==> src/rmsc_pkg.sv <==
// Types and constants of the windowed RMS current block
package rmsc_pkg;

	localparam int COUNT_BITS = 20;
	localparam int CHANNELS   = 2;
	localparam int CH_W       = 1;
	localparam int SAMPLE_W   = 16;
	localparam int CNT_W      = COUNT_BITS + 1;
	localparam int SQ_W       = 2 * SAMPLE_W - 1;
	localparam int SUM_W      = SQ_W + CNT_W - 1;
	localparam int MEAN_W     = SQ_W;
	localparam int FRAC_W     = 16;
	localparam int RAD_W      = ((MEAN_W + FRAC_W + 1) / 2) * 2;
	localparam int ROOT_W     = RAD_W / 2;
	localparam int SREM_W     = ROOT_W + 2;
	localparam int GAIN_W     = 24;
	localparam int PROD_W     = ROOT_W + GAIN_W;
	localparam int RMS_W      = 23;
	localparam int OUT_DATA_W = 24;
	localparam int ITER_W     = 6;
	localparam int QDEPTH     = 4;
	localparam int QPTR_W     = 2;
	localparam int QLVL_W     = 3;
	localparam int CFG_IDX_W  = 1;

	localparam logic [CNT_W-1:0] COUNT_LIMIT = {1'b1, {COUNT_BITS{1'b0}}};
	localparam logic [GAIN_W-1:0] GAIN_CH0_RST = 24'd48654;
	localparam logic [GAIN_W-1:0] GAIN_CH1_RST = 24'd24327;
	localparam logic [RMS_W-1:0] RMS_MAX = {RMS_W{1'b1}};

	localparam logic [CFG_IDX_W-1:0] REG_GAIN_CH0 = 1'd0;
	localparam logic [CFG_IDX_W-1:0] REG_GAIN_CH1 = 1'd1;

	// one closed window handed from the accumulator to the back end
	typedef struct packed {
		logic [CH_W-1:0]  ch;
		logic [SUM_W-1:0] sum;
		logic [CNT_W-1:0] count;
		logic             dropped;
	} window_t;

	typedef struct packed {
		logic not_empty;
		logic has_room;
	} queue_status_t;

endpackage

==> src/windowed_rms_current.sv <==
// A closing sample's window is pushed into the four-entry window queue, where it may wait
// behind earlier windows; the back end then runs the bit-serial divider and square root,
// multiplies by the gain and registers the result. One sample per cycle into the
// accumulator while the queue has room; the back end finishes one window before the next.
// Reset (arst_n low, asynchronous): sums, counts, drop flags and queue cleared,
// gains back to their defaults; no reset sweep, samples are taken straight away.
module windowed_rms_current import rmsc_pkg::*; (
	input  logic                  clk,
	input  logic                  arst_n,
	input  logic                  s_tvalid,
	output logic                  s_tready,
	input  logic [SAMPLE_W-1:0]   s_tdata,   // sample
	input  logic                  s_tuser,   // channel
	input  logic                  s_tlast,   // window_end
	output logic                  m_tvalid,
	input  logic                  m_tready,
	output logic [OUT_DATA_W-1:0] m_tdata,   // rms_current[22:0], zero pad
	output logic [1:0]            m_tuser,   // result_channel, overflow
	input  logic                  cfg_we,
	input  logic [CFG_IDX_W-1:0]  cfg_index,
	input  logic [GAIN_W-1:0]     cfg_data
);

	logic [GAIN_W-1:0] gain_ch0_q;
	logic [GAIN_W-1:0] gain_ch1_q;
	queue_status_t     q_status;
	logic              push;
	window_t           push_data;
	logic              pop;
	window_t           pop_data;

	always_ff @(posedge clk or negedge arst_n) begin
		if (!arst_n) begin
			gain_ch0_q <= GAIN_CH0_RST;
			gain_ch1_q <= GAIN_CH1_RST;
		end else if (cfg_we) begin
			unique case (cfg_index)
				REG_GAIN_CH0: gain_ch0_q <= cfg_data;
				REG_GAIN_CH1: gain_ch1_q <= cfg_data;
				default: ;
			endcase
		end
	end

	rmsc_front u_front (
		.clk       (clk),
		.arst_n    (arst_n),
		.s_tvalid  (s_tvalid),
		.s_tready  (s_tready),
		.s_tdata   (s_tdata),
		.s_tuser   (s_tuser),
		.s_tlast   (s_tlast),
		.q_status  (q_status),
		.push      (push),
		.push_data (push_data)
	);

	rmsc_queue u_queue (
		.clk       (clk),
		.arst_n    (arst_n),
		.push      (push),
		.push_data (push_data),
		.pop       (pop),
		.pop_data  (pop_data),
		.status    (q_status)
	);

	rmsc_back u_back (
		.clk      (clk),
		.arst_n   (arst_n),
		.q_status (q_status),
		.q_data   (pop_data),
		.pop      (pop),
		.gain_ch0 (gain_ch0_q),
		.gain_ch1 (gain_ch1_q),
		.m_tvalid (m_tvalid),
		.m_tready (m_tready),
		.m_tdata  (m_tdata),
		.m_tuser  (m_tuser)
	);

endmodule

==> src/rmsc_front.sv <==
// Front end: squares samples and keeps per-channel sums, counts and drop flags
module rmsc_front import rmsc_pkg::*; (
	input  logic                clk,
	input  logic                arst_n,
	input  logic                s_tvalid,
	output logic                s_tready,
	input  logic [SAMPLE_W-1:0] s_tdata,  // sample
	input  logic                s_tuser,  // channel
	input  logic                s_tlast,  // window_end
	input  queue_status_t       q_status,
	output logic                push,
	output window_t             push_data
);

	logic              valid_s1;
	logic [CH_W-1:0]   ch_s1;
	logic              last_s1;
	logic [SQ_W-1:0]   sq_s1;

	logic [SUM_W-1:0]  sum_q  [CHANNELS];
	logic [CNT_W-1:0]  cnt_q  [CHANNELS];
	logic              drop_q [CHANNELS];

	logic [SAMPLE_W-1:0]   mag;
	logic [2*SAMPLE_W-1:0] sq_full;
	logic                  take;
	logic [SUM_W-1:0]      sum_new;
	logic [CNT_W-1:0]      cnt_new;
	logic                  drop_new;
	logic                  at_limit;

	// room is checked against the registered level; one closing request may sit in s1
	assign s_tready = q_status.has_room;
	assign take     = s_tvalid && s_tready;

	// 0x8000 maps to 0x8000, which still fits unsigned
	assign mag     = s_tdata[SAMPLE_W-1] ? (~s_tdata + SAMPLE_W'(1)) : s_tdata;
	assign sq_full = mag * mag;

	always_ff @(posedge clk or negedge arst_n) begin
		if (!arst_n) begin
			valid_s1 <= 1'b0;
		end else begin
			valid_s1 <= take;
		end
	end

	always_ff @(posedge clk) begin
		if (take) begin
			ch_s1   <= s_tuser;
			last_s1 <= s_tlast;
			sq_s1   <= sq_full[SQ_W-1:0];
		end
	end

	always_comb begin
		at_limit = (cnt_q[ch_s1] == COUNT_LIMIT);
		if (at_limit) begin
			sum_new  = sum_q[ch_s1];
			cnt_new  = cnt_q[ch_s1];
			drop_new = 1'b1;
		end else begin
			sum_new  = sum_q[ch_s1] + SUM_W'(sq_s1);
			cnt_new  = cnt_q[ch_s1] + CNT_W'(1);
			drop_new = drop_q[ch_s1];
		end
	end

	assign push              = valid_s1 && last_s1;
	assign push_data.ch      = ch_s1;
	assign push_data.sum     = sum_new;
	assign push_data.count   = cnt_new;
	assign push_data.dropped = drop_new;

	always_ff @(posedge clk or negedge arst_n) begin
		if (!arst_n) begin
			for (int i = 0; i < CHANNELS; i++) begin
				sum_q[i]  <= '0;
				cnt_q[i]  <= '0;
				drop_q[i] <= 1'b0;
			end
		end else if (valid_s1) begin
			if (last_s1) begin
				sum_q[ch_s1]  <= '0;
				cnt_q[ch_s1]  <= '0;
				drop_q[ch_s1] <= 1'b0;
			end else begin
				sum_q[ch_s1]  <= sum_new;
				cnt_q[ch_s1]  <= cnt_new;
				drop_q[ch_s1] <= drop_new;
			end
		end
	end

endmodule

==> src/rmsc_queue.sv <==
// Short queue of closed windows between front and back end
module rmsc_queue import rmsc_pkg::*; (
	input  logic          clk,
	input  logic          arst_n,
	input  logic          push,
	input  window_t       push_data,
	input  logic          pop,
	output window_t       pop_data,
	output queue_status_t status
);

	window_t           mem_q [QDEPTH];
	logic [QPTR_W-1:0] wr_ptr_q;
	logic [QPTR_W-1:0] rd_ptr_q;
	logic [QLVL_W-1:0] level_q;

	assign pop_data         = mem_q[rd_ptr_q];
	assign status.not_empty = (level_q != '0);
	assign status.has_room  = (level_q <= QLVL_W'(QDEPTH - 2));

	always_ff @(posedge clk) begin
		if (push) begin
			mem_q[wr_ptr_q] <= push_data;
		end
	end

	always_ff @(posedge clk or negedge arst_n) begin
		if (!arst_n) begin
			wr_ptr_q <= '0;
			rd_ptr_q <= '0;
			level_q  <= '0;
		end else begin
			if (push) begin
				wr_ptr_q <= wr_ptr_q + QPTR_W'(1);
			end
			if (pop) begin
				rd_ptr_q <= rd_ptr_q + QPTR_W'(1);
			end
			case ({push, pop})
				2'b10:   level_q <= level_q + QLVL_W'(1);
				2'b01:   level_q <= level_q - QLVL_W'(1);
				default: level_q <= level_q;
			endcase
		end
	end

endmodule

==> src/rmsc_back.sv <==
// Back end: restoring divide, digit-by-digit root, gain multiply, saturate
module rmsc_back import rmsc_pkg::*; (
	input  logic                  clk,
	input  logic                  arst_n,
	input  queue_status_t         q_status,
	input  window_t               q_data,
	output logic                  pop,
	input  logic [GAIN_W-1:0]     gain_ch0,
	input  logic [GAIN_W-1:0]     gain_ch1,
	output logic                  m_tvalid,
	input  logic                  m_tready,
	output logic [OUT_DATA_W-1:0] m_tdata,  // rms_current, zero pad
	output logic [1:0]            m_tuser   // result_channel, overflow
);

	typedef enum logic [4:0] {
		ST_IDLE = 5'b00001,
		ST_DIV  = 5'b00010,
		ST_SQRT = 5'b00100,
		ST_MUL  = 5'b01000,
		ST_DONE = 5'b10000
	} state_t;

	state_t             state_q;
	logic [CH_W-1:0]    ch_q;
	logic               drop_q;
	logic [SUM_W-1:0]   num_q;
	logic [CNT_W-1:0]   den_q;
	logic [CNT_W-1:0]   rem_q;
	logic [MEAN_W-1:0]  quo_q;
	logic [ITER_W-1:0]  iter_q;
	logic [RAD_W-1:0]   rad_q;
	logic [SREM_W-1:0]  srem_q;
	logic [ROOT_W-1:0]  root_q;
	logic [PROD_W-1:0]  prod_q;
	logic               out_valid_q;
	logic [RMS_W-1:0]   out_rms_q;
	logic               out_ch_q;
	logic               out_ovf_q;

	logic [CNT_W:0]     div_trial;
	logic               div_ge;
	logic [CNT_W-1:0]   rem_next;
	logic [MEAN_W-1:0]  quo_next;
	logic [MEAN_W-1:0]  mean;
	logic [SREM_W+1:0]  sq_trial;
	logic [SREM_W+1:0]  sq_sub;
	logic               sq_ge;
	logic [GAIN_W-1:0]  gain_sel;
	logic               out_free;
	logic               sat;

	assign div_trial = {rem_q, num_q[SUM_W-1]};
	assign div_ge    = (div_trial >= {1'b0, den_q});
	assign rem_next  = div_ge ? CNT_W'(div_trial - {1'b0, den_q}) : div_trial[CNT_W-1:0];
	assign quo_next  = {quo_q[MEAN_W-2:0], div_ge};
	// an empty window reads as a zero mean
	assign mean      = (den_q == '0) ? '0 : quo_next;

	assign sq_trial  = {srem_q, rad_q[RAD_W-1 -: 2]};
	assign sq_sub    = {2'b00, root_q, 2'b01};
	assign sq_ge     = (sq_trial >= sq_sub);

	assign gain_sel  = (ch_q == CH_W'(0)) ? gain_ch0 : gain_ch1;
	assign out_free  = !out_valid_q || m_tready;
	assign sat       = |prod_q[PROD_W-1:FRAC_W+RMS_W];
	assign pop       = (state_q == ST_IDLE) && q_status.not_empty;

	always_ff @(posedge clk or negedge arst_n) begin
		if (!arst_n) begin
			state_q     <= ST_IDLE;
			out_valid_q <= 1'b0;
		end else begin
			if (state_q == ST_DONE && out_free) begin
				out_valid_q <= 1'b1;
			end else if (m_tready) begin
				out_valid_q <= 1'b0;
			end
			unique case (state_q)
				ST_IDLE: begin
					if (q_status.not_empty) begin
						state_q <= ST_DIV;
					end
				end
				ST_DIV: begin
					if (iter_q == '0) begin
						state_q <= ST_SQRT;
					end
				end
				ST_SQRT: begin
					if (iter_q == '0) begin
						state_q <= ST_MUL;
					end
				end
				ST_MUL: begin
					state_q <= ST_DONE;
				end
				ST_DONE: begin
					if (out_free) begin
						state_q <= ST_IDLE;
					end
				end
				default: state_q <= ST_IDLE;
			endcase
		end
	end

	always_ff @(posedge clk) begin
		unique case (state_q)
			ST_IDLE: begin
				ch_q   <= q_data.ch;
				drop_q <= q_data.dropped;
				num_q  <= q_data.sum;
				den_q  <= q_data.count;
				rem_q  <= '0;
				quo_q  <= '0;
				iter_q <= ITER_W'(SUM_W - 1);
			end
			ST_DIV: begin
				rem_q  <= rem_next;
				quo_q  <= quo_next;
				num_q  <= {num_q[SUM_W-2:0], 1'b0};
				if (iter_q == '0) begin
					rad_q  <= RAD_W'({mean, {FRAC_W{1'b0}}});
					srem_q <= '0;
					root_q <= '0;
					iter_q <= ITER_W'(ROOT_W - 1);
				end else begin
					iter_q <= iter_q - ITER_W'(1);
				end
			end
			ST_SQRT: begin
				srem_q <= sq_ge ? SREM_W'(sq_trial - sq_sub) : SREM_W'(sq_trial);
				root_q <= {root_q[ROOT_W-2:0], sq_ge};
				rad_q  <= {rad_q[RAD_W-3:0], 2'b00};
				iter_q <= iter_q - ITER_W'(1);
			end
			ST_MUL: begin
				prod_q <= root_q * gain_sel;
			end
			ST_DONE: begin
				if (out_free) begin
					out_rms_q <= sat ? RMS_MAX : prod_q[FRAC_W +: RMS_W];
					out_ch_q  <= ch_q[0];
					out_ovf_q <= drop_q;
				end
			end
			default: ;
		endcase
	end

	assign m_tvalid = out_valid_q;
	assign m_tdata  = OUT_DATA_W'(out_rms_q);
	assign m_tuser  = {out_ovf_q, out_ch_q};

endmodule

==> config.mk <==
export PLATFORM = sky130hd
export DESIGN_NAME = windowed_rms_current
export DESIGN_NICKNAME = d
export VERILOG_FILES = /design/src/rmsc_pkg.sv /design/src/windowed_rms_current.sv /design/src/rmsc_front.sv /design/src/rmsc_queue.sv /design/src/rmsc_back.sv
export SDC_FILE = /design/constraint.sdc
export NUM_CORES = 2
export LEC_CHECK = 0
export BUFFER_PORTS_ARGS = -buffer_cell sky130_fd_sc_hd__buf_2
export CORE_ASPECT_RATIO = 0.7
export CORE_UTILIZATION = 65
export CTS_CLUSTER_DIAMETER = 50
export CTS_CLUSTER_SIZE = 8
export DETAILED_ROUTE_END_ITERATION = 10
export PLACE_DENSITY = 0.82
export REMOVE_ABC_BUFFERS = 1
export SETUP_SLACK_MARGIN = 0.4
export SYNTH_ARGS = -nofsm -noshare
export SYNTH_HDL_FRONTEND = slang
export SYNTH_SLANG_ARGS = --single-unit
export TNS_END_PERCENT = 5
==> constraint.sdc <==
create_clock -name clk -period 8.6 [get_ports clk]
set_input_delay 2.15 -clock clk [delete_from_list [all_inputs] [get_ports clk]]
set_output_delay 2.15 -clock clk [all_outputs]
set_load 0.01 [all_outputs]
; Yosys cells after proc, flatten, opt, wreduce, memory -nomap -nowiden
; Memory sizes are Yosys's and may differ from the RTL's.
; Index checks and enable logic that the tools add are counted.
[totals]
regBits = 543
latchBits = 0
ramBits = 296
mem_bits_ro = 0
input_bits = 48
out_inout_bits = 28
elab_cells = 141
memories = 1
[mem_list]
columns = memory, words, width, rd, rd_clocked_by_memory_dff, wr, line_no
row1 = u_queue.mem_q, 4, 74, 1, 0, 1, rmsc_queue.sv:12  ; window_t mem_q [QDEPTH];
[classes]
add_sub_neg = 10
n_mul = 2
n_div = 0
order_cmp = 5
n_eq_ne = 12
n_shift = 0
n_mux = 50
n_bitwise = 9
reduce_logical = 21
[op_table]
columns = op, count
row1 = two-way mux 51 bit, 5
row2 = two-way mux 21 bit, 6
row3 = AND 102 bit, 1
row4 = bitwise mux 102 bit, 1
row5 = two-way mux 102 bit, 1
row6 = inverter 102 bit, 1
row7 = one-hot mux 51 bit (2 select lines), 1
row8 = one-hot mux 48 bit (2 select lines), 1
row9 = one-hot mux 30 bit (2 select lines), 1
row10 = two-way mux 26 bit, 2
row11 = one-hot mux 26 bit (2 select lines), 1
row12 = adder 51 x 31 -> 51 bit, 1
row13 = demux 51 bit (select 1 bit), 1
row14 = multiplier 24 x 24 -> 48 bit, 1
row15 = two-way mux 24 bit, 2
row16 = two-way mux 48 bit, 1
row17 = one-hot mux 24 bit (2 select lines), 1
row18 = AND 42 bit, 1
row19 = bitwise mux 42 bit, 1
row20 = two-way mux 42 bit, 1
row21 = inverter 42 bit, 1
row22 = one-hot mux 21 bit (2 select lines), 1
row23 = multiplier 16 x 16 -> 31 bit, 1
row24 = two-way mux 31 bit, 1
row25 = other kinds (48), 74

; Logic depth before layout (Yosys ltp)
[depth]
ltp_word = 8
depth_mapped = 32
depth_no_buf = 30

; Modules after synthesis
; A second synthesis with hierarchy kept.
[hier_totals]
hier_cells = 5714
hier_area_um2 = 62502.4
[by_module_without_submodules]
columns = mod, n_inst, cells_each, area_each_um2, seq_area_each_um2
row1 = rmsc_back, 1, 3192, 31263.7, 8259.2
row2 = rmsc_front, 1, 1995, 18109.9, 4639.4
row3 = rmsc_queue, 1, 424, 11120.7, 9063.7
row4 = windowed_rms_current, 1, 103, 2008.2, 1223.7

; Least setup slack after synthesis
; No wires, ideal clock.
[synth_timing]
kind = input to register
startpoint = input port s_tdata[0]
endpoint = register u_front.sq_s1[29], data pin
setup_time_ns = 0.195
arrival_time_ns = 10.390
required_ns = 8.405
setup_slack_ns = -1.985
stages = 32
path_buffers = 2
cell_sequence = buf_6 inv_1 clkbuf_1 ha_1 nand2_1 or3_1 or3_1 o21ai_0 xor2_1 clkinv_1 nand2_1 inv_1 fa_1 inv_1 fa_1 inv_1 fa_1 fa_1 fa_1 inv_1 fa_1 inv_1 ha_1 a21o_1 a211oi_1 a21oi_1 o41a_1 a221o_1 and2_1 o31ai_1 or4b_1 o311ai_0
[synth_via]
elab_chain_cells = 4
[synth_rtl]
columns = item, line_no
row1 = "start, declared", windowed_rms_current.sv:12  ; input logic [SAMPLE_W-1:0] s_tdata,
row2 = inverter 16 bit, rmsc_front.sv:37  ; assign mag = s_tdata[SAMPLE_W-1] ? (~s_tdata + SAMPLE_W'(1)) : s_tdata;
row3 = adder 16 x 1 -> 16 bit, rmsc_front.sv:37
row4 = two-way mux 16 bit (*), rmsc_front.sv:37
row5 = multiplier 16 x 16 -> 31 bit (*), rmsc_front.sv:38  ; assign sq_full = mag * mag;
row6 = named net u_front.sq_full[29], rmsc_front.sv:25  ; logic [2*SAMPLE_W-1:0] sq_full;
row7 = "end signal, assigned", rmsc_front.sv:52  ; sq_s1 <= sq_full[SQ_W-1:0];
row8 = "end, declared", rmsc_front.sv:18  ; logic [SQ_W-1:0] sq_s1;
; The timed path passes the listed nets; every way through them passes the cells marked *.
; A chain may end at the register's enable or synchronous reset.

; Final worst setup path
[layout_timing]
startpoint = input port s_tdata[3]
endpoint = register u_front.sq_s1[29], data pin
; The elaborated chain is that of the path after synthesis.

==> flow_metrics.py <==
metrics = {
    "outcome": {
        "outcome": "finished with violations",
        "failed_checks": "negative setup slack",
    },
    "global_route": {
        "grt.met3_usage": 0.0967,
        "grt_max_degree": 99,
        "gr-total-overflow": 0,
        "grt_pass1_vias": 46567,
        "top_usage_layer": "met2",
        "initial_antenna_violation_count": 3,
        "grt_pass1_wl_mm": 254,
        "global_route.usage.met1": 0.483,
        "gr_usage_total": 0.334,
        "met2_usage": 0.503,
    },
    "min_path": {
        "hold_path.class": "register to register",
        "hold_start": "u_back.drop_q$_DFFE_PN_",
        "timing.hold.worst_path_depth": 0,
        "worst_hold_path.endpoint": "u_back.out_ovf_q$_DFFE_PP_",
    },
    "cells_and_area": {
        "most-common-layout-cells": "sky130_fd_sc_hd__inv_1 (872), sky130_fd_sc_hd__nand2_1 (729), sky130_fd_sc_hd__fa_1 (645), sky130_fd_sc_hd__edfxtp_1 (598), sky130_fd_sc_hd__nor2_1 (494)",
        "mostFrequentLayoutCell": "sky130_fd_sc_hd__inv_1",
        "area_delta_synth_final_pct": 12.7,
        "layout-drive-gt1-share": 0.147,
        "final_net_count": 7159,
    },
    "sta": {
        "maxClockFrequency_ghz": 0.106,
        "grt_setup_unrepaired": "yes",
        "tightestPinTransition_ps": 1260,
        "maxSlewViolCount": 0,
        "timing.slew.headroom": 0.162,
        "fin_skew_ps": 57.5,
        "post-route-worst-setup-slack_ps": -794,
        "fin_crit_ps": 9390,
        "final_period_util": 1.09,
        "hold_viol_final": 0,
        "fin_hold_ws_ps": 433,
        "setup_viol": 8,
    },
    "logic_synthesis": {
        "synth_seq_cells": 806,
        "synth_top_cell_area_share": 0.287,
        "synthCells": 5810,
        "synth-edff-count": 598,
        "yosysSeqAreaShare": 0.371,
        "synthArstFlopShare": 0.258,
        "cell_area_synth_um2": 62600,
        "largest_cells_by_area_after_synthesis": "sky130_fd_sc_hd__edfxtp_1 (29%), sky130_fd_sc_hd__fa_1 (21%), sky130_fd_sc_hd__dfrtp_1 (7.6%)",
        "synth.lib_cells_used.distinct": 94,
        "dominant_synthesized_flop_cell": "sky130_fd_sc_hd__edfxtp_1",
        "synth_warnings": 0,
        "post-synth-top-area-cell": "sky130_fd_sc_hd__edfxtp_1",
        "syn_area_per_cell_um2": 10.8,
    },
    "clock_tree": {
        "insertion_delay_ps": 730,
        "quantity_of_hold_fixing_buffers_added_after_cts": 0,
        "max_root_sink_buffers": 3,
        "clk_pin_slew_ps": 50,
        "tritoncts.num_buffers": 117,
        "cts_num_sinks": 806,
        "clockRootBuffer": "sky130_fd_sc_hd__clkbuf_16",
        "htree_num_levels": 3,
        "tritoncts": "yes",
    },
    "worst_setup_path": {
        "worst_path_required_time_ps": 9110,
        "worst_ep_arrival_time_ps": 9900,
        "cpPeakStageDelay_ps": 540,
        "critical_path.reg2reg.endpoint": "u_back.prod_q[47]$_DFFE_PP_",
        "critical_path.max_fanout": 4,
        "crit-reg2reg-launch": "u_back.ch_q$_DFFE_PN_",
        "cp-end-kind": "register",
        "crit_path_start_kind": "input pin",
        "timing.critical_path.mode_cell": "sky130_fd_sc_hd__fa_1",
        "worstRegToRegCells": 30,
        "critPathLaunch": "s_tdata[3]",
        "critical_path.slowest_cell": "sky130_fd_sc_hd__fa_1",
        "setup.worst_path.class": "input pin to register",
        "slack_of_the_worst_reg_to_reg_path_ps": 420,
    },
    "floorplanning": {
        "overall_die_width_um": 373,
        "placementRows": 94,
        "ios": 76,
        "floorplan.initialDensity": 0.661,
        "core_um2": 94700,
        "dieHeight_um": 262,
        "floorplan.die_area_um2": 97500,
    },
    "placement": {
        "io_buffer_count": 74,
        "hpwlAfterDp_mm": 117,
        "finalWeightedCongestion": 0.988,
    },
    "flow_run": {
        "max_cap_violations": 0,
    },
    "route": {
        "routed_wl_mm": 160,
        "post-route-drc-count": 0,
        "dr.pass1.iters": 6,
        "antenna_left": 0,
        "wire_per_inst_um": 21.4,
        "drt-vias-per-instance": 6.01,
        "routed-via-count": 44866,
        "detailedRoute.firstIterationViolations": 4637,
    },
}
sequential cells by signal (all words and copies together), names as in the netlist, 24 cells and up:
signal	flops
u_back.root_q	24
u_back.prod_q	32
gain_ch1_q	24
u_back.srem_q	26
gain_ch0_q	24
u_back.rad_q	32
u_back.quo_q	30
u_back.num_q	51
u_front.cnt_q	42
u_queue.mem_q	296
u_front.sum_q	102
u_front.sq_s1	30
cells in the mapped netlist (all sizes together), types with 110 or more instances:
| cell | count |
|---|---|
| xnor2 | 117 |
| clkbuf | 202 |
| a21oi | 149 |
| nand2 | 739 |
| edfxtp | 598 |
| fa | 649 |
| dfrtp | 189 |
| inv | 882 |
| o21ai | 179 |
| mux2i | 110 |
| nor2 | 502 |
| ha | 352 |
final cells by class:
type | count | area (µm²)
multi-input combinational | 3881 | 35600
fill | 6187 | 24200
sequential | 806 | 23200
inverter | 891 | 3350
clock buffer | 204 | 3300
timing repair buffer | 413 | 3120
tap | 1248 | 1560
clock inverter | 19 | 353
antenna | 3 | 7.51
stage by stage:
step | worst slack (ps) | TNS [ps] | cells | cell area, µm² | util
global placement | -1820 | -16280 | 7223 | 66300 | 0.700
detailed placement | -1920 | -17540 | 7223 | 66300 | 0.700
global route | -995 | -5790 | 7462 | 70500 | 0.745
finish | -794 | -2730 | 7465 | 70500 | 0.745
floorplan | -1960 | -14640 | 5578 | 61700 | -
CTS | -1010 | -3920 | 7454 | 70200 | 0.741
cells by family after synthesis:
family                     synth area share
muxes                                0.0630
and+or+nand+nor                       0.121
DFF                                   0.371
xor gates and xnor gates             0.0264
AOI/OAI and AO/OA                    0.0727
adders and majority gates             0.278
other                              0.000120
buffers and inverters                0.0685
layer usage:
layer,vias to the layer above,part of all wire,wire (µm)
met5,-,0,0
met4,0,0.023,3700
met3,307,0.12,19100
met2,2347,0.44,70000
met1,22397,0.42,66700
li1,19815,-,-
worst max-delay path: cells and delay by family:
family | cells | cell delay, ps
buffers and inverters | 7 | 670
and+or+nand+nor | 7 | 2090
xor gates and xnor gates | 1 | 180
AOI/OAI and AO/OA | 7 | 1650
adders and majority gates | 7 | 3140
timing repair:
action                                 CTS  global route
gates resized for setup                 52            52
setup endpoints to repair               17            27
endpoints found under the hold margin    0             0
setup buffers                            8             8
pin swaps                               37            52
gates cloned                             0             0
worst max-delay path by stage:
stage | end | slack (ps) | cells past startpoint
finish | u_front.sq_s1[29]$_DFFE_PP_ | -790 | 29
global route | u_front.sq_s1[29]$_DFFE_PP_ | -1000 | 30
CTS | u_front.sq_s1[29]$_DFFE_PP_ | -1010 | 28
detailed placement | u_front.sq_s1[29]$_DFFE_PP_ | -1920 | 29
global placement | u_front.sq_s1[29]$_DFFE_PP_ | -1820 | 29
floorplan | u_front.sq_s1[29]$_DFFE_PP_ | -1960 | 26
Power is left out: the tool's default activity adds up to more than one toggle a clock period on the data nets, which glitch-free logic cannot reach.
